**config.mk**
```make
export PLATFORM = sky130hd
export DESIGN_NAME = ordered_list_engine
export DESIGN_NICKNAME = d
export VERILOG_FILES = /design/src/ole_pkg.sv /design/src/ordered_list_engine.sv /design/src/ole_ctrl.sv /design/src/ole_dp.sv
export SDC_FILE = /design/constraint.sdc
export NUM_CORES = 1
export LEC_CHECK = 0
export CAP_MARGIN = 25
export CELL_PAD_IN_SITES_DETAIL_PLACEMENT = 0
export CELL_PAD_IN_SITES_GLOBAL_PLACEMENT = 2
export CORE_MARGIN = 3
export CORE_UTILIZATION = 52
export CTS_CLUSTER_DIAMETER = 40
export CTS_CLUSTER_SIZE = 14
export DETAILED_ROUTE_END_ITERATION = 8
export DONT_BUFFER_PORTS = 1
export HOLD_SLACK_MARGIN = 0.06
export PLACE_DENSITY = 0.81
export SLEW_MARGIN = 40
export SYNTH_ARGS = -nofsm -noshare
export SYNTH_HDL_FRONTEND = slang
export SYNTH_SLANG_ARGS = --single-unit
```
**constraint.sdc**
```tcl
create_clock -name clk -period 9.79 [get_ports clk]
set_clock_uncertainty 0.15 [all_clocks]
set_input_delay 1.958 -clock clk [delete_from_list [all_inputs] [get_ports clk]]
set_output_delay 1.958 -clock clk [all_outputs]
set_load 0.02 [all_outputs]
```
**src/ole_pkg.sv**
```systemverilog
// Shared constants, request and status codes, and control types for the ordered list engine.
package ole_pkg;

  localparam int DEPTH  = 16;
  localparam int IDX_W  = (DEPTH > 1) ? $clog2(DEPTH) : 1;
  localparam int CNT_W  = $clog2(DEPTH + 1);
  localparam int SUM_W  = CNT_W + 1;
  localparam int DATA_W = 32;
  localparam int REQ_W  = 4;
  localparam int STAT_W = 3;

  localparam logic [REQ_W-1:0] REQ_PUSH_FRONT = 4'd0;
  localparam logic [REQ_W-1:0] REQ_PUSH_BACK  = 4'd1;
  localparam logic [REQ_W-1:0] REQ_DELETE     = 4'd2;
  localparam logic [REQ_W-1:0] REQ_SEARCH     = 4'd3;
  localparam logic [REQ_W-1:0] REQ_COUNT      = 4'd4;
  localparam logic [REQ_W-1:0] REQ_NTH        = 4'd5;
  localparam logic [REQ_W-1:0] REQ_MAX        = 4'd6;
  localparam logic [REQ_W-1:0] REQ_MIN        = 4'd7;
  localparam logic [REQ_W-1:0] REQ_LENGTH     = 4'd8;

  localparam logic [STAT_W-1:0] ST_OK      = 3'd0;
  localparam logic [STAT_W-1:0] ST_EMPTY   = 3'd1;
  localparam logic [STAT_W-1:0] ST_MISSING = 3'd2;
  localparam logic [STAT_W-1:0] ST_FULL    = 3'd3;
  localparam logic [STAT_W-1:0] ST_RANGE   = 3'd4;

  typedef struct packed {
    logic load;
    logic push;
    logic start_scan;
    logic start_nth;
    logic start_shift;
    logic issue;
    logic scanning;
    logic shifting;
    logic shrink;
    logic result_load;
  } ctrl_cmd_t;

  typedef struct packed {
    logic is_push;
    logic is_scan;
    logic is_nth;
    logic is_delete;
    logic full;
    logic empty;
    logic nth_ok;
    logic found;
    logic busy;
    logic out_free;
  } dp_stat_t;

  // Maps a position in the list to its slot in the circular buffer.
  function automatic logic [IDX_W-1:0] phys(input logic [IDX_W-1:0] base,
                                            input logic [CNT_W-1:0] lidx);
    logic [SUM_W-1:0] s;
    s = {{(SUM_W - IDX_W){1'b0}}, base} + {1'b0, lidx};
    if (s >= SUM_W'(DEPTH)) begin
      s = s - SUM_W'(DEPTH);
    end
    return s[IDX_W-1:0];
  endfunction

endpackage

```
**src/ordered_list_engine.sv**
```systemverilog
// Top level of the ordered list engine, joining the controller and the datapath.
//
//   Channel   Direction  Handshake             Payload
//   request   in         in_valid / in_ready   req_type, operand
//   result    out        out_valid / out_ready status, found, result_value
//
// Pushes, length, unused codes and requests on an empty list or with a bad position go from
// decoding straight to the result; a valid nth read reads only the one entry that it names.
// Search, count, maximum and minimum sweep the memory read port once over the list.
// A delete that matches sweeps again over the entries behind the match to close the gap.
// Reset empties the list at once; a stalled result holds in the output register while
// the next request is taken, and the engine waits only when a second result is ready.
module ordered_list_engine (
  input  logic                             clk,
  input  logic                             rst,
  input  logic                             in_valid,
  output logic                             in_ready,
  input  logic [ole_pkg::REQ_W-1:0]        req_type,
  input  logic signed [ole_pkg::DATA_W-1:0] operand,
  output logic                             out_valid,
  input  logic                             out_ready,
  output logic [ole_pkg::STAT_W-1:0]       status,
  output logic                             found,
  output logic signed [ole_pkg::DATA_W-1:0] result_value
);
  import ole_pkg::*;

  ctrl_cmd_t cmd;
  dp_stat_t  stat;

  ole_ctrl u_ctrl (
    .clk      (clk),
    .rst      (rst),
    .in_valid (in_valid),
    .in_ready (in_ready),
    .stat     (stat),
    .cmd      (cmd)
  );

  ole_dp u_dp (
    .clk          (clk),
    .rst          (rst),
    .req_type     (req_type),
    .operand      (operand),
    .status       (status),
    .found        (found),
    .result_value (result_value),
    .out_valid    (out_valid),
    .out_ready    (out_ready),
    .cmd          (cmd),
    .stat         (stat)
  );

endmodule

```
**src/ole_ctrl.sv**
```systemverilog
// Controller state machine that sequences each request through the datapath.
module ole_ctrl (
  input  logic               clk,
  input  logic               rst,
  input  logic               in_valid,
  output logic               in_ready,
  input  ole_pkg::dp_stat_t  stat,
  output ole_pkg::ctrl_cmd_t cmd
);
  import ole_pkg::*;

  typedef enum logic [2:0] {
    S_IDLE,
    S_DECIDE,
    S_SCAN,
    S_SHIFT,
    S_FINISH
  } state_t;

  state_t state;
  state_t state_next;

  always_comb begin
    cmd = '0;
    state_next = state;
    unique case (state)
      S_IDLE: begin
        if (in_valid && in_ready) begin
          cmd.load = 1'b1;
          state_next = S_DECIDE;
        end
      end
      S_DECIDE: begin
        state_next = S_FINISH;
        if (stat.is_push && !stat.full) begin
          cmd.push = 1'b1;
        end else if (stat.is_scan && !stat.empty) begin
          cmd.start_scan = 1'b1;
          state_next = S_SCAN;
        end else if (stat.is_nth && !stat.empty && stat.nth_ok) begin
          cmd.start_nth = 1'b1;
          state_next = S_SCAN;
        end
      end
      S_SCAN: begin
        cmd.issue = 1'b1;
        cmd.scanning = 1'b1;
        if (!stat.busy) begin
          if (stat.is_delete && stat.found) begin
            cmd.start_shift = 1'b1;
            state_next = S_SHIFT;
          end else begin
            state_next = S_FINISH;
          end
        end
      end
      S_SHIFT: begin
        cmd.issue = 1'b1;
        cmd.shifting = 1'b1;
        if (!stat.busy) begin
          cmd.shrink = 1'b1;
          state_next = S_FINISH;
        end
      end
      S_FINISH: begin
        if (stat.out_free) begin
          cmd.result_load = 1'b1;
          state_next = S_IDLE;
        end
      end
      default: begin
        state_next = S_IDLE;
      end
    endcase
  end

  always_ff @(posedge clk) begin
    if (rst) begin
      state <= S_IDLE;
      in_ready <= 1'b0;
    end else begin
      state <= state_next;
      in_ready <= (state_next == S_IDLE);
    end
  end

endmodule

```
**src/ole_dp.sv**
```systemverilog
// Datapath with the list memory, the read sweep, the compare logic and the result register.
module ole_dp (
  input  logic                             clk,
  input  logic                             rst,
  input  logic [ole_pkg::REQ_W-1:0]        req_type,
  input  logic signed [ole_pkg::DATA_W-1:0] operand,
  output logic [ole_pkg::STAT_W-1:0]       status,
  output logic                             found,
  output logic signed [ole_pkg::DATA_W-1:0] result_value,
  output logic                             out_valid,
  input  logic                             out_ready,
  input  ole_pkg::ctrl_cmd_t               cmd,
  output ole_pkg::dp_stat_t                stat
);
  import ole_pkg::*;

  logic [DATA_W-1:0] mem [DEPTH];

  logic [REQ_W-1:0]  req_q;
  logic [DATA_W-1:0] opnd_q;
  logic              full_q;
  logic              empty_q;
  logic [IDX_W-1:0]  head;
  logic [CNT_W-1:0]  occ;
  logic [CNT_W-1:0]  rd_ptr;
  logic [CNT_W-1:0]  rd_end;
  logic              rd_v;
  logic [CNT_W-1:0]  rd_lidx;
  logic [DATA_W-1:0] rdata;
  logic              hit;
  logic [CNT_W-1:0]  hit_idx;
  logic [CNT_W-1:0]  hit_cnt;
  logic [DATA_W-1:0] best;

  logic              issue;
  logic [IDX_W-1:0]  rd_addr;
  logic [IDX_W-1:0]  head_dec;
  logic              eq;
  logic              better;
  logic [CNT_W-1:0]  opnd_cnt;
  logic              nth_ok;
  logic [STAT_W-1:0] res_status;
  logic              res_found;
  logic [DATA_W-1:0] res_value;

  assign issue    = cmd.issue && (rd_ptr < rd_end);
  assign rd_addr  = phys(head, rd_ptr);
  assign head_dec = (head == '0) ? IDX_W'(DEPTH - 1) : head - 1'b1;
  assign eq       = (rdata == opnd_q);
  assign better   = (req_q == REQ_MAX) ? ($signed(rdata) > $signed(best))
                                       : ($signed(rdata) < $signed(best));
  assign opnd_cnt = opnd_q[CNT_W-1:0];
  assign nth_ok   = !opnd_q[DATA_W-1] && (opnd_q != '0)
                    && (opnd_q <= {{(DATA_W - CNT_W){1'b0}}, occ});

  always_ff @(posedge clk) begin
    if (cmd.push) begin
      if (req_q == REQ_PUSH_FRONT) begin
        mem[head_dec] <= opnd_q;
      end else begin
        mem[phys(head, occ)] <= opnd_q;
      end
    end else if (cmd.shifting && rd_v) begin
      mem[phys(head, rd_lidx - 1'b1)] <= rdata;
    end
    if (issue) begin
      rdata <= mem[rd_addr];
    end
  end

  always_ff @(posedge clk) begin
    if (rst) begin
      head <= '0;
      occ <= '0;
      rd_ptr <= '0;
      rd_end <= '0;
      rd_v <= 1'b0;
      out_valid <= 1'b0;
    end else begin
      if (cmd.push) begin
        if (req_q == REQ_PUSH_FRONT) begin
          head <= head_dec;
        end
        occ <= occ + 1'b1;
      end else if (cmd.shrink) begin
        occ <= occ - 1'b1;
      end
      if (cmd.start_scan) begin
        rd_ptr <= '0;
        rd_end <= occ;
      end else if (cmd.start_nth) begin
        rd_ptr <= opnd_cnt - 1'b1;
        rd_end <= opnd_cnt;
      end else if (cmd.start_shift) begin
        rd_ptr <= hit_idx + 1'b1;
        rd_end <= occ;
      end else if (issue) begin
        rd_ptr <= rd_ptr + 1'b1;
      end
      rd_v <= issue;
      if (cmd.result_load) begin
        out_valid <= 1'b1;
      end else if (out_ready) begin
        out_valid <= 1'b0;
      end
    end
  end

  always_ff @(posedge clk) begin
    if (cmd.load) begin
      req_q <= req_type;
      opnd_q <= operand;
      full_q <= (occ == CNT_W'(DEPTH));
      empty_q <= (occ == '0);
      hit <= 1'b0;
      hit_cnt <= '0;
    end else if (cmd.scanning && rd_v) begin
      if (eq) begin
        hit <= 1'b1;
        hit_cnt <= hit_cnt + 1'b1;
        if (!hit) begin
          hit_idx <= rd_lidx;
        end
      end
      if ((rd_lidx == '0) || better) begin
        best <= rdata;
      end
    end
    if (issue) begin
      rd_lidx <= rd_ptr;
    end
    if (cmd.result_load) begin
      status <= res_status;
      found <= res_found;
      result_value <= res_value;
    end
  end

  always_comb begin
    res_status = ST_OK;
    res_found = 1'b0;
    res_value = '0;
    unique case (req_q)
      REQ_PUSH_FRONT, REQ_PUSH_BACK: begin
        if (full_q) begin
          res_status = ST_FULL;
        end
      end
      REQ_DELETE, REQ_SEARCH: begin
        if (empty_q) begin
          res_status = ST_EMPTY;
        end else if (hit) begin
          res_found = 1'b1;
        end else begin
          res_status = ST_MISSING;
        end
      end
      REQ_COUNT: begin
        if (empty_q) begin
          res_status = ST_EMPTY;
        end else begin
          res_value = {{(DATA_W - CNT_W){1'b0}}, hit_cnt};
        end
      end
      REQ_NTH: begin
        if (empty_q) begin
          res_status = ST_EMPTY;
        end else if (!nth_ok) begin
          res_status = ST_RANGE;
        end else begin
          res_value = rdata;
        end
      end
      REQ_MAX, REQ_MIN: begin
        if (empty_q) begin
          res_status = ST_EMPTY;
        end else begin
          res_value = best;
        end
      end
      REQ_LENGTH: begin
        res_value = {{(DATA_W - CNT_W){1'b0}}, occ};
      end
      default: begin
        res_status = ST_OK;
      end
    endcase
  end

  assign stat.is_push   = (req_q == REQ_PUSH_FRONT) || (req_q == REQ_PUSH_BACK);
  assign stat.is_scan   = (req_q == REQ_DELETE) || (req_q == REQ_SEARCH)
                          || (req_q == REQ_COUNT) || (req_q == REQ_MAX)
                          || (req_q == REQ_MIN);
  assign stat.is_nth    = (req_q == REQ_NTH);
  assign stat.is_delete = (req_q == REQ_DELETE);
  assign stat.full      = full_q;
  assign stat.empty     = empty_q;
  assign stat.nth_ok    = nth_ok;
  assign stat.found     = hit;
  assign stat.busy      = (rd_ptr < rd_end) || rd_v;
  assign stat.out_free  = !out_valid || out_ready;

endmodule

```
==> run metrics, run 1 <==
Post-synth top flop edfxtp_1; Clock Power Share 0.513; Post-synth EDFFs between 600 and 700; crit path max fanout 43; Internal about 5300 uW; Max stage delay on crit path 1290 ps; share of layout cells above drive strength 1 0.218; mux share of post-synthesis cell area 0.106; Reg2Reg Depth 7; CP top delay family adder cells; period utilization 0.426; syn_nets roughly 1,800; DRT iter0 DRCs approximately 1,400; CTS tree yes; die area approximately 58,000 um^2; setup bufs post-CTS 0; Fillers 3,967; drt first pass iters 5; Syn Area/Cell 17.1 um^2; DR WL/cell 27.2 um; H-Tree Depth 3; XOR/XNOR share of the synthesized area 0.0186; clk sinks around 700; CP Launch Type register; Hold Vio Cnt, Final 0; Worst slew margin 0.443; Worst Hold Class reg -> reg; Post-DP HPWL approximately 40,000 um; Sequential Area 20,400 um^2; GRT Overall Usage 0.244; Comb power frac 0.009; P&R area growth vs syn 15.5%; area leader, netlist edfxtp_1; crit end category register; PD cells roughly 210 nW/um^2; Worst Hold Path EP u_dp.rd_end[1]; Rows 85; Fin Setup TNS 0 ps; Required @ worst endpoint 10,000 ps; Max clock buf depth 3; endpoints failing setup 0; top cells by area, synth edfxtp_1 69%, mux4_2 10%, ha_1 2.6%, nand2_1 2.5%, dfxtp_1 2.2%; final wirelength slightly below 70,000 um; worst slew pin tran a little over 800 ps; pin count of the biggest net entering global routing 65; post-DR vias/cell slightly above 6; minimum clock period after layout about 4200 ps; critical path class reg -> reg; insertion delay to the later sink of the worst-skew pair ~660 ps; Seq cells post-synth 691; Max VDD drop around 0.17 mV; switching share of power 0.220; Pleak ~0.011 uW; Synth top cells by count 660 x edfxtp_1, 194 x nand2_1, 128 x mux4_2; # IOs 78; Arr. time, crit path ~4400 ps; top cell type's share of synthesized area 0.691; Hold Path Depth 2; met3 Usage GRT 0.0534; Synth warnings 0; area of the mapped netlist 28,700 um^2; Mapped Cells 1,681; maximum clock rate ~240 MHz; status finished, final reports clean; RSZ-0062 raised after global routing no; first-pass GRT wire length 102,000 um; Port Buf Inserts 0; NetSw between 1500 and 2000 uW; largest family of logic cells by synthesized area multiplexers; cell area after layout between 30,000 and 40,000 um^2; via count around 15,000; CTS Hold Bufs 0; Reg power frac 0.478; gr busiest metal met2; Unique masters post-synth 66; Pins Over Slew Limit 0; Multi-input gate area ~8000 um^2; total grt overflow 0; Clk pin slew, worst setup/hold paths around 60 ps; number of global-route vias before repair roughly 16,000; DP Area between 20,000 and 30,000 um^2; Synth Area in Simple Gates 0.0664; Hold Crit Start u_dp.rd_end[1]; core region area roughly 54,000 um^2; Synth async-reset ratio 0; total design power between 6000 and 7000 uW; nets 1,851; Initial Utilization 0.529; most common cell in the netlist edfxtp_1; Synth Area in Compound Gates 0.0503; post_cts resized 0; chip height roughly 240 um; Reg-to-Reg End u_dp.rdata[13]; Num CTS Buffers 96; grt met1 use 0.327; CP bufs+invs 2; R2R Setup Slk 5620 ps; die span in x 241 um; Slowest-stage cell, CP fa_4; antenna violations before repair 2; Util after Layout 0.611; Final GP Congestion 0.791; adder-cell share of the synthesized area 0.0290; # diodes 0; Antenna Nets Post-Route 0; crit-path cells inv_1, fa_4, buf_4, mux4_2, and2_1, a211oi_1, a31oi_1; DRC viols 0; max-cap viol count 0; reg2reg start u_dp.head[1]; Final Hold Slack between 300 and 400 ps; Root Driver clkbuf_16; met2 global-route usage 0.409; register area share after synthesis 0.713
cell usage in the layout (no fill, tap or decap), drive strengths merged, types with 7 or more instances in the layout:
master | synthesis | final
nor2 | 62 | 62
clkbuf | 48 | 101
mux2i | 10 | 10
clkinvlp | 0 | 15
nor3 | 10 | 10
a22o | 27 | 27
nand3 | 12 | 12
dfxtp | 31 | 31
bufinv | 0 | 7
xnor2 | 19 | 19
inv | 53 | 85
clkinv | 0 | 25
nor4 | 19 | 19
a21o | 8 | 8
nand2 | 194 | 194
nor2b | 9 | 9
xor2 | 42 | 42
nand4 | 15 | 15
mux4 | 128 | 128
a21oi | 36 | 36
buf | 24 | 40
edfxtp | 660 | 660
a211oi | 42 | 42
a31oi | 35 | 35
and2 | 39 | 39
ha | 60 | 60
o21ai | 27 | 27
metrics by stage:
stage                     worst slack, ps  cells
after floorplan                      4980   1681
after global placement               5530   2339
after detailed placement             5580   2345
after CTS                            5580   2525
after global routing                 5410   2525
final                                5620   2525
area by class of cell:
type | instances | area share
Clock buffer | 101 | 0.0737
Clock inverter | 79 | 0.0262
Inverter | 53 | 0.00600
Multi-Input combinational cell | 865 | 0.241
Sequential cell | 691 | 0.617
Tap cell | 696 | 0.0263
Timing Repair Buffer | 40 | 0.0102
cell families after synthesis:
logic type	Yosys count
DFF	691
and+or+nand+nor	391
AOI/OAI and AO/OA	207
muxes	142
buffers and inverters	125
adders and majority gates	64
xor gates and xnor gates	61
power by group through the flow:
stage          Combinational [uW]  Sequential [uW]  Clock, uW
4_1_cts                      65.7             3260       3560
5_1_grt                      72.8             3260       3690
6_report                     64.3             3260       3510
3_5_place_dp                 65.7             3320          0
3_3_place_gp                 62.1             3320          0
2_1_floorplan                44.6             3310          0
flip-flops by register name (all words and copies together) (netlist names), 3 cells and up:
name and flops:
u_dp.mem 512, u_dp.best 32, u_dp.opnd_q 32, u_dp.rdata 32, u_dp.result_value 32, u_dp.hit_cnt 5
u_dp.hit_idx 5, u_dp.occ 5, u_dp.rd_end 5, u_dp.rd_lidx 5, u_dp.rd_ptr 5, u_dp.head 4
u_dp.req_q 4, u_ctrl.state 3, u_dp.status 3
worst max path at each step:
stage	startpoint	end	slack, ps	depth (start not counted)
after CTS	u_dp.head[1]	u_dp.rdata[13]	5580	7
final	u_dp.head[1]	u_dp.rdata[13]	5620	7
after global routing	u_dp.head[1]	u_dp.rdata[13]	5410	7
after global placement	u_dp.occ[0]	u_dp.mem[3][10]	5530	9
after floorplan	in_valid	u_dp.hit_idx[0]	4980	3
after detailed placement	u_dp.head[1]	u_dp.rdata[13]	5580	7
worst min-delay path: stages (launching register included):
cell	delay, ps
dfxtp_1	310
nand3_1	60
a21oi_1	60
metal layers:
layer | wire (um) | vias to the layer above | share of wire
met1 | 28400 | 7933 | 0.41
met5 | 13 | - | 0.00019
met2 | 34400 | 522 | 0.50
met3 | 4590 | 99 | 0.067
li1 | - | 6797 | -
met4 | 1380 | 2 | 0.020
Power figures use the tool's default switching activity.
==> run 2: changes to the inputs <==
--- a/config.mk
+++ b/config.mk
@@ -9,13 +9,13 @@
 export CELL_PAD_IN_SITES_DETAIL_PLACEMENT = 0
 export CELL_PAD_IN_SITES_GLOBAL_PLACEMENT = 2
 export CORE_MARGIN = 3
-export CORE_UTILIZATION = 52
+export CORE_UTILIZATION = 48
 export CTS_CLUSTER_DIAMETER = 40
 export CTS_CLUSTER_SIZE = 14
 export DETAILED_ROUTE_END_ITERATION = 8
 export DONT_BUFFER_PORTS = 1
 export HOLD_SLACK_MARGIN = 0.06
-export PLACE_DENSITY = 0.81
+export PLACE_DENSITY = 0.76
 export SLEW_MARGIN = 40
 export SYNTH_ARGS = -nofsm -noshare
 export SYNTH_HDL_FRONTEND = slang
==> constraint.sdc (replaced) <==
create_clock -name clk -period 4.1 [get_ports clk]
set_clock_uncertainty 0.15 [all_clocks]
set_input_delay 0.82 -clock clk [delete_from_list [all_inputs] [get_ports clk]]
set_output_delay 0.82 -clock clk [all_outputs]
set_load 0.02 [all_outputs]
==> run metrics, run 2 (same netlist as run 1, synthesis figures left out) <==
setup bufs post-CTS 0 (unchanged); RSZ-0062 raised after global routing no (unchanged); Pins Over Slew Limit 0 (unchanged); number of global-route vias before repair 16,200 (was 15,700); clk sinks 691 (unchanged); endpoints failing setup 0 (unchanged); Clk pin slew, worst setup/hold paths 50 ps (was 60 ps); Fillers 4,506 (was 3,967); Post-DP HPWL 46,800 um (was 41,100 um); DR WL/cell 27.9 um (was 27.2 um); Max VDD drop 0.430 mV (was 0.171 mV); CTS Hold Bufs 0 (unchanged); max FFs per register 512 (unchanged); Initial Utilization 0.492 (was 0.529); DRT iter0 DRCs 1,502 (was 1,379); CTS tree yes (unchanged); Hold Vio Cnt, Final 0 (unchanged); first-pass GRT wire length 109,000 um (was 102,000 um); Worst slew margin 0.473 (was 0.443); Util after Layout 0.575 (was 0.611); Required @ worst endpoint 4220 ps (was 10,000 ps); CP Launch Type register (unchanged); Fin Setup TNS 0 ps (unchanged); worst slew pin tran 791 ps (was 830 ps); most common cell after layout, fill and taps aside edfxtp_1 (unchanged); max-cap viol count 0 (unchanged); drt first pass iters 5 (unchanged); insertion delay to the later sink of the worst-skew pair 640 ps (was 660 ps); most frequent cells in the layout 660 x edfxtp_1, 194 x nand2_1, 128 x mux4_2 (unchanged); H-Tree Depth 3 (unchanged); status finished, final reports clean (unchanged); Hold Crit Start rst (was u_dp.rd_end[1]); die area 62,700 um^2 (was 58,000 um^2); pin count of the biggest net entering global routing 65 (unchanged); minimum clock period after layout 3530 ps (was 4170 ps); GRT Overall Usage 0.240 (was 0.244); reg2reg start u_dp.head[1] (unchanged); Port Buf Inserts 0 (unchanged); P&R area growth vs syn 16.9% (was 15.5%); critical path class reg -> reg (unchanged); crit path max fanout 18 (was 43); post-DR vias/cell 5.97 (was 6.08); Multi-input gate area 7960 um^2 (was 7980 um^2); nets 1,900 (was 1,851); total grt overflow 0 (unchanged); maximum clock rate 283 MHz (was 240 MHz); Rows 88 (was 85); share of layout cells above drive strength 1 0.233 (was 0.218); # IOs 78 (unchanged); via count 15,800 (was 15,400); post_cts resized 0 (unchanged); final wirelength 73,700 um (was 68,800 um); Sequential Area 20,400 um^2 (unchanged); Final GP Congestion 0.810 (was 0.791); Worst Hold Class in -> reg (was reg -> reg); Antenna Nets Post-Route 0 (unchanged); DRC viols 0 (unchanged); die span in x 250 um (was 241 um); period utilization 0.860 (was 0.426); PD cells 477 nW/um^2 (was 206 nW/um^2); Top reg by flops u_dp.mem (unchanged); core region area 58,400 um^2 (was 54,200 um^2); Num CTS Buffers 93 (was 96); Root Driver clkbuf_16 (unchanged); chip height 250 um (was 241 um); Critical path origin u_dp.head[1] (unchanged); crit end category register (unchanged); Max clock buf depth 3 (unchanged); Arr. time, crit path 3650 ps (was 4380 ps); # diodes 0 (unchanged); antenna violations before repair 3 (was 2); Pleak 0.0113 uW (was 0.0110 uW)
run 2: cell count changes in the layout (fill, tap and decap cells not counted), moves of 5 or more:
cell      delta
inv_8       -10
buf_6        -5
buf_4       +46
clkinv_2     +5
buf_12       +9
run 2: worst paths after layout:
check / to / slack (ps) / cells after the start
worst min-delay path: u_dp.rd_end[2] / 110 / 1
worst max register to register: u_dp.mem[3][6] / 570 / 9
worst min register to register: u_dp.rd_end[4] / 300 / 2
worst max-delay path: u_dp.mem[3][6] / 570 / 9
run 2: critical path, cell delays in order (launching register included):
cell     delay [ps]
dfxtp_1         510
inv_1           230
fa_1            480
mux2_2          310
or3_1           440
o21ai_0         200
o21ai_0         130
buf_4           200
nor2_4          120
buf_4           390
run 2: metrics by stage:
| step | instance area (um^2) | hold slack, ps | setup slack [ps] | power, uW | instances |
|---|---|---|---|---|---|
| detailed placement | 30400 | 301 | 523 | 8100 | 2464 |
| global route | 33500 | 71.4 | 418 | 16500 | 2640 |
| finish | 33500 | 109 | 572 | 16000 | 2640 |
| global placement | 30300 | 296 | 519 | 8090 | 2461 |
| CTS | 33500 | 63.5 | 516 | 16100 | 2638 |
| floorplan | 28700 | 278 | 121 | 8020 | 1681 |
run 2: power breakdown:
group | total (uW) | switching (uW) | internal [uW]
Sequential | 7790 | 53.8 | 7740
Clock | 8040 | 3210 | 4840
Combinational | 160 | 122 | 37.2
Total | 16000 | 3380 | 12600
run 2: cell type report:
| cell class | count | area share |
|---|---|---|
| multi-input combinational | 865 | 0.237 |
| tap | 765 | 0.0285 |
| inverter | 53 | 0.00593 |
| timing repair buffer | 92 | 0.0246 |
| clock buffer | 100 | 0.0715 |
| sequential | 691 | 0.610 |
| clock inverter | 74 | 0.0225 |
run 2: metal layers:
layer	up-vias	wire [um]	share of wire	GRT usage
met5	-	0	0	0
met2	557	35100	0.48	0.377
met3	126	5270	0.071	0.0508
li1	6884	-	-	-
met4	0	2070	0.028	0.0750
met1	8195	31300	0.42	0.339
==> run 3: changes to the inputs <==
--- a/config.mk
+++ b/config.mk
@@ -5,11 +5,12 @@
 export SDC_FILE = /design/constraint.sdc
 export NUM_CORES = 1
 export LEC_CHECK = 0
+export ABC_AREA = 1
 export CAP_MARGIN = 25
 export CELL_PAD_IN_SITES_DETAIL_PLACEMENT = 0
 export CELL_PAD_IN_SITES_GLOBAL_PLACEMENT = 2
 export CORE_MARGIN = 3
-export CORE_UTILIZATION = 48
+export CORE_UTILIZATION = 45
 export CTS_CLUSTER_DIAMETER = 40
 export CTS_CLUSTER_SIZE = 14
 export DETAILED_ROUTE_END_ITERATION = 8
==> run metrics, run 3 <==
Final GP Congestion 0.844 (was 0.810); P&R area growth vs syn 18.1% (was 16.9%); Root Driver clkbuf_16 (unchanged); Required @ worst endpoint 4290 ps (was 4220 ps); Arr. time, crit path 3540 ps (was 3650 ps); PD cells 488 nW/um^2 (was 477 nW/um^2); Post-synth top flop edfxtp_1 (unchanged); nets 2,545 (was 1,900); Seq cells post-synth 691 (unchanged); Antenna Nets Post-Route 0 (unchanged); Num CTS Buffers 103 (was 93); Pleak 0.0125 uW (was 0.0113 uW); minimum clock period after layout 3350 ps (was 3530 ps); post-DR vias/cell 5.53 (was 5.97); Fillers 5,377 (was 4,506); Syn Area/Cell 12.7 um^2 (was 17.1 um^2); Synth warnings 0 (unchanged); CP Launch Type register (unchanged); DR WL/cell 23.4 um (was 27.9 um); crit path max fanout 23 (was 18); first-pass GRT wire length 119,000 um (was 109,000 um); core region area 64,900 um^2 (was 58,400 um^2); Synth async-reset ratio 0 (unchanged); area leader, netlist edfxtp_1 (unchanged); crit end category register (unchanged); Hold Vio Cnt, Final 0 (unchanged); status finished, final reports clean (unchanged); top cells by area, synth edfxtp_1 67%, mux2i_1 4.3%, o21ai_0 4.1%, a21oi_1 3.6%, inv_1 3.5% (was edfxtp_1 69%, mux4_2 10%, ha_1 2.6%, nand2_1 2.5%, dfxtp_1 2.2%); Reg2Reg Depth 8 (was 9); endpoints failing setup 0 (unchanged); Clock Power Share 0.533 (was 0.503); Post-synth EDFFs 660 (unchanged); most common cell in the netlist edfxtp_1 (unchanged); Initial Utilization 0.458 (was 0.492); chip height 263 um (was 250 um); Post-DP HPWL 50,600 um (was 46,800 um); CTS tree yes (unchanged); cell area after layout 35,100 um^2 (was 33,500 um^2); critical path class reg -> reg (unchanged); DRC viols 0 (unchanged); maximum clock rate 299 MHz (was 283 MHz); most frequent cells in the layout 660 x edfxtp_1, 274 x inv_1, 242 x o21ai_0 (was 660 x edfxtp_1, 194 x nand2_1, 128 x mux4_2); clk sinks 691 (unchanged); antenna violations before repair 1 (was 3); max-cap viol count 0 (unchanged); top cell type's share of synthesized area 0.666 (was 0.691); max FFs per register 512 (unchanged); total design power 17,200 uW (was 16,000 uW); most common cell after layout, fill and taps aside edfxtp_1 (unchanged); Synth top cells by count 660 x edfxtp_1, 276 x inv_1, 242 x o21ai_0 (was 660 x edfxtp_1, 194 x nand2_1, 128 x mux4_2); number of global-route vias before repair 18,600 (was 16,200); Port Buf Inserts 0 (unchanged); RSZ-0062 raised after global routing no (unchanged); Clk pin slew, worst setup/hold paths 50 ps (about the same); placed cell count 3,190 (was 2,464); Worst Hold Class in -> reg (unchanged); Reg power frac 0.453 (was 0.487); post_cts resized 0 (unchanged); via count 18,700 (was 15,800); Comb power frac 0.014 (was 0.010); Hold Path Depth 0 (was 1); worst slew pin tran 772 ps (was 791 ps); Max VDD drop 0.332 mV (was 0.430 mV); period utilization 0.817 (was 0.860); final cell count without fillers 3,387 (was 2,640); DP Area 31,400 um^2 (was 30,400 um^2); # IOs 78 (unchanged); switching share of power 0.215 (was 0.211); share of layout cells above drive strength 1 0.134 (was 0.233); Pins Over Slew Limit 0 (unchanged); register area share after synthesis 0.687 (was 0.713); NetSw 3680 uW (was 3380 uW); Fin Setup TNS 0 ps (unchanged); final wirelength 79,300 um (was 73,700 um); pin count of the biggest net entering global routing 93 (was 65); H-Tree Depth 3 (unchanged); syn_nets 2,455 (was 1,785); insertion delay to the later sink of the worst-skew pair 660 ps (was 640 ps); Top reg by flops u_dp.mem (unchanged); drt first pass iters 5 (unchanged); Worst slew margin 0.482 (was 0.473); Rows 93 (was 88); # diodes 0 (unchanged); DRT iter0 DRCs 1,651 (was 1,502); die span in x 263 um (was 250 um); total grt overflow 0 (unchanged); GRT Overall Usage 0.228 (was 0.240); Max clock buf depth 3 (unchanged); Mapped Cells 2,351 (was 1,681); area of the mapped netlist 29,800 um^2 (was 28,700 um^2); Unique masters post-synth 52 (was 66); die area 69,200 um^2 (was 62,700 um^2); Internal 13,500 uW (was 12,600 uW)
==> run 3: cell types whose count changed after synthesis, sizes merged, moves of 39 or more <==
| cell | change |
|---|---|
| a211oi | -42 |
| a21oi | +177 |
| and2 | -39 |
| inv | +233 |
| mux2i | +118 |
| mux4 | -128 |
| nand2 | +40 |
| o211ai | +60 |
| o21ai | +241 |
==> run 3: path summary, 6_finish.rpt <==
kind                            slack [ps]         endpoint       startpoint
worst min-delay path                   100    u_dp.req_q[1]      req_type[1]
worst max register to register         750   u_dp.mem[8][3]      u_dp.occ[0]
worst min register to register         300  u_dp.hit_idx[1]  u_dp.rd_lidx[1]
worst max-delay path                   750   u_dp.mem[8][3]      u_dp.occ[0]
==> run 3: cells by family after synthesis <==
| kind of cell | Yosys count | share of synthesized area |
|---|---|---|
| flops | 691 | 0.687 |
| xor+xnor | 50 | 0.0147 |
| mux | 129 | 0.0436 |
| buf+inv | 391 | 0.0526 |
| fa+ha+maj | 64 | 0.0279 |
| simple gates | 405 | 0.0593 |
| compound gates | 621 | 0.115 |
==> run 3: worst max-delay path: stages (launching register included) <==
cell and delay, ps:
dfxtp_1 530, ha_1 230, inv_1 60, fa_1 530, o211ai_2 100, o21ai_2 120
nand3_1 470, nor2_4 520, buf_12 280
==> run 3: cell type report <==
| type | instances | area, um^2 | share of cell area |
|---|---|---|---|
| Tap cell | 855 | 1070 | 0.0304 |
| Inverter | 288 | 1080 | 0.0309 |
| Clock buffer | 109 | 2630 | 0.0749 |
| Sequential cell | 691 | 20400 | 0.582 |
| Multi-Input combinational cell | 1269 | 7950 | 0.226 |
| Timing Repair Buffer | 88 | 903 | 0.0257 |
| Clock inverter | 87 | 1070 | 0.0303 |
==> run 3: power groups by stage <==
stage,sequential [uW],combinational (uW),clock [uW]
after floorplan,7900,118,0
after global placement,7910,226,0
after detailed placement,7910,233,0
after CTS,7770,236,9320
after global routing,7770,257,9660
final,7770,234,9150
==> run 3: stage by stage <==
stage	setup WS [ps]	utilization	hold slack, ps
2_1_floorplan	434	-	276
3_3_place_gp	778	0.483	289
3_5_place_dp	701	0.484	285
4_1_cts	748	0.541	68.1
5_1_grt	600	0.541	71.1
6_report	752	0.541	103
==> run 3: timing repair <==
action                                  CTS  global route
hold buffers                              1             0
setup buffers                             0             0
endpoints found under the hold margin     6             0
endpoints found under the setup margin    0             0
==> run 3: metal layers <==
layer	global-route usage	wire, um	up-vias
met4	0.0879	2980	0
met1	0.319	35600	9325
met3	0.0390	4420	151
met5	0	0	-
li1	-	-	8703
met2	0.357	36300	557
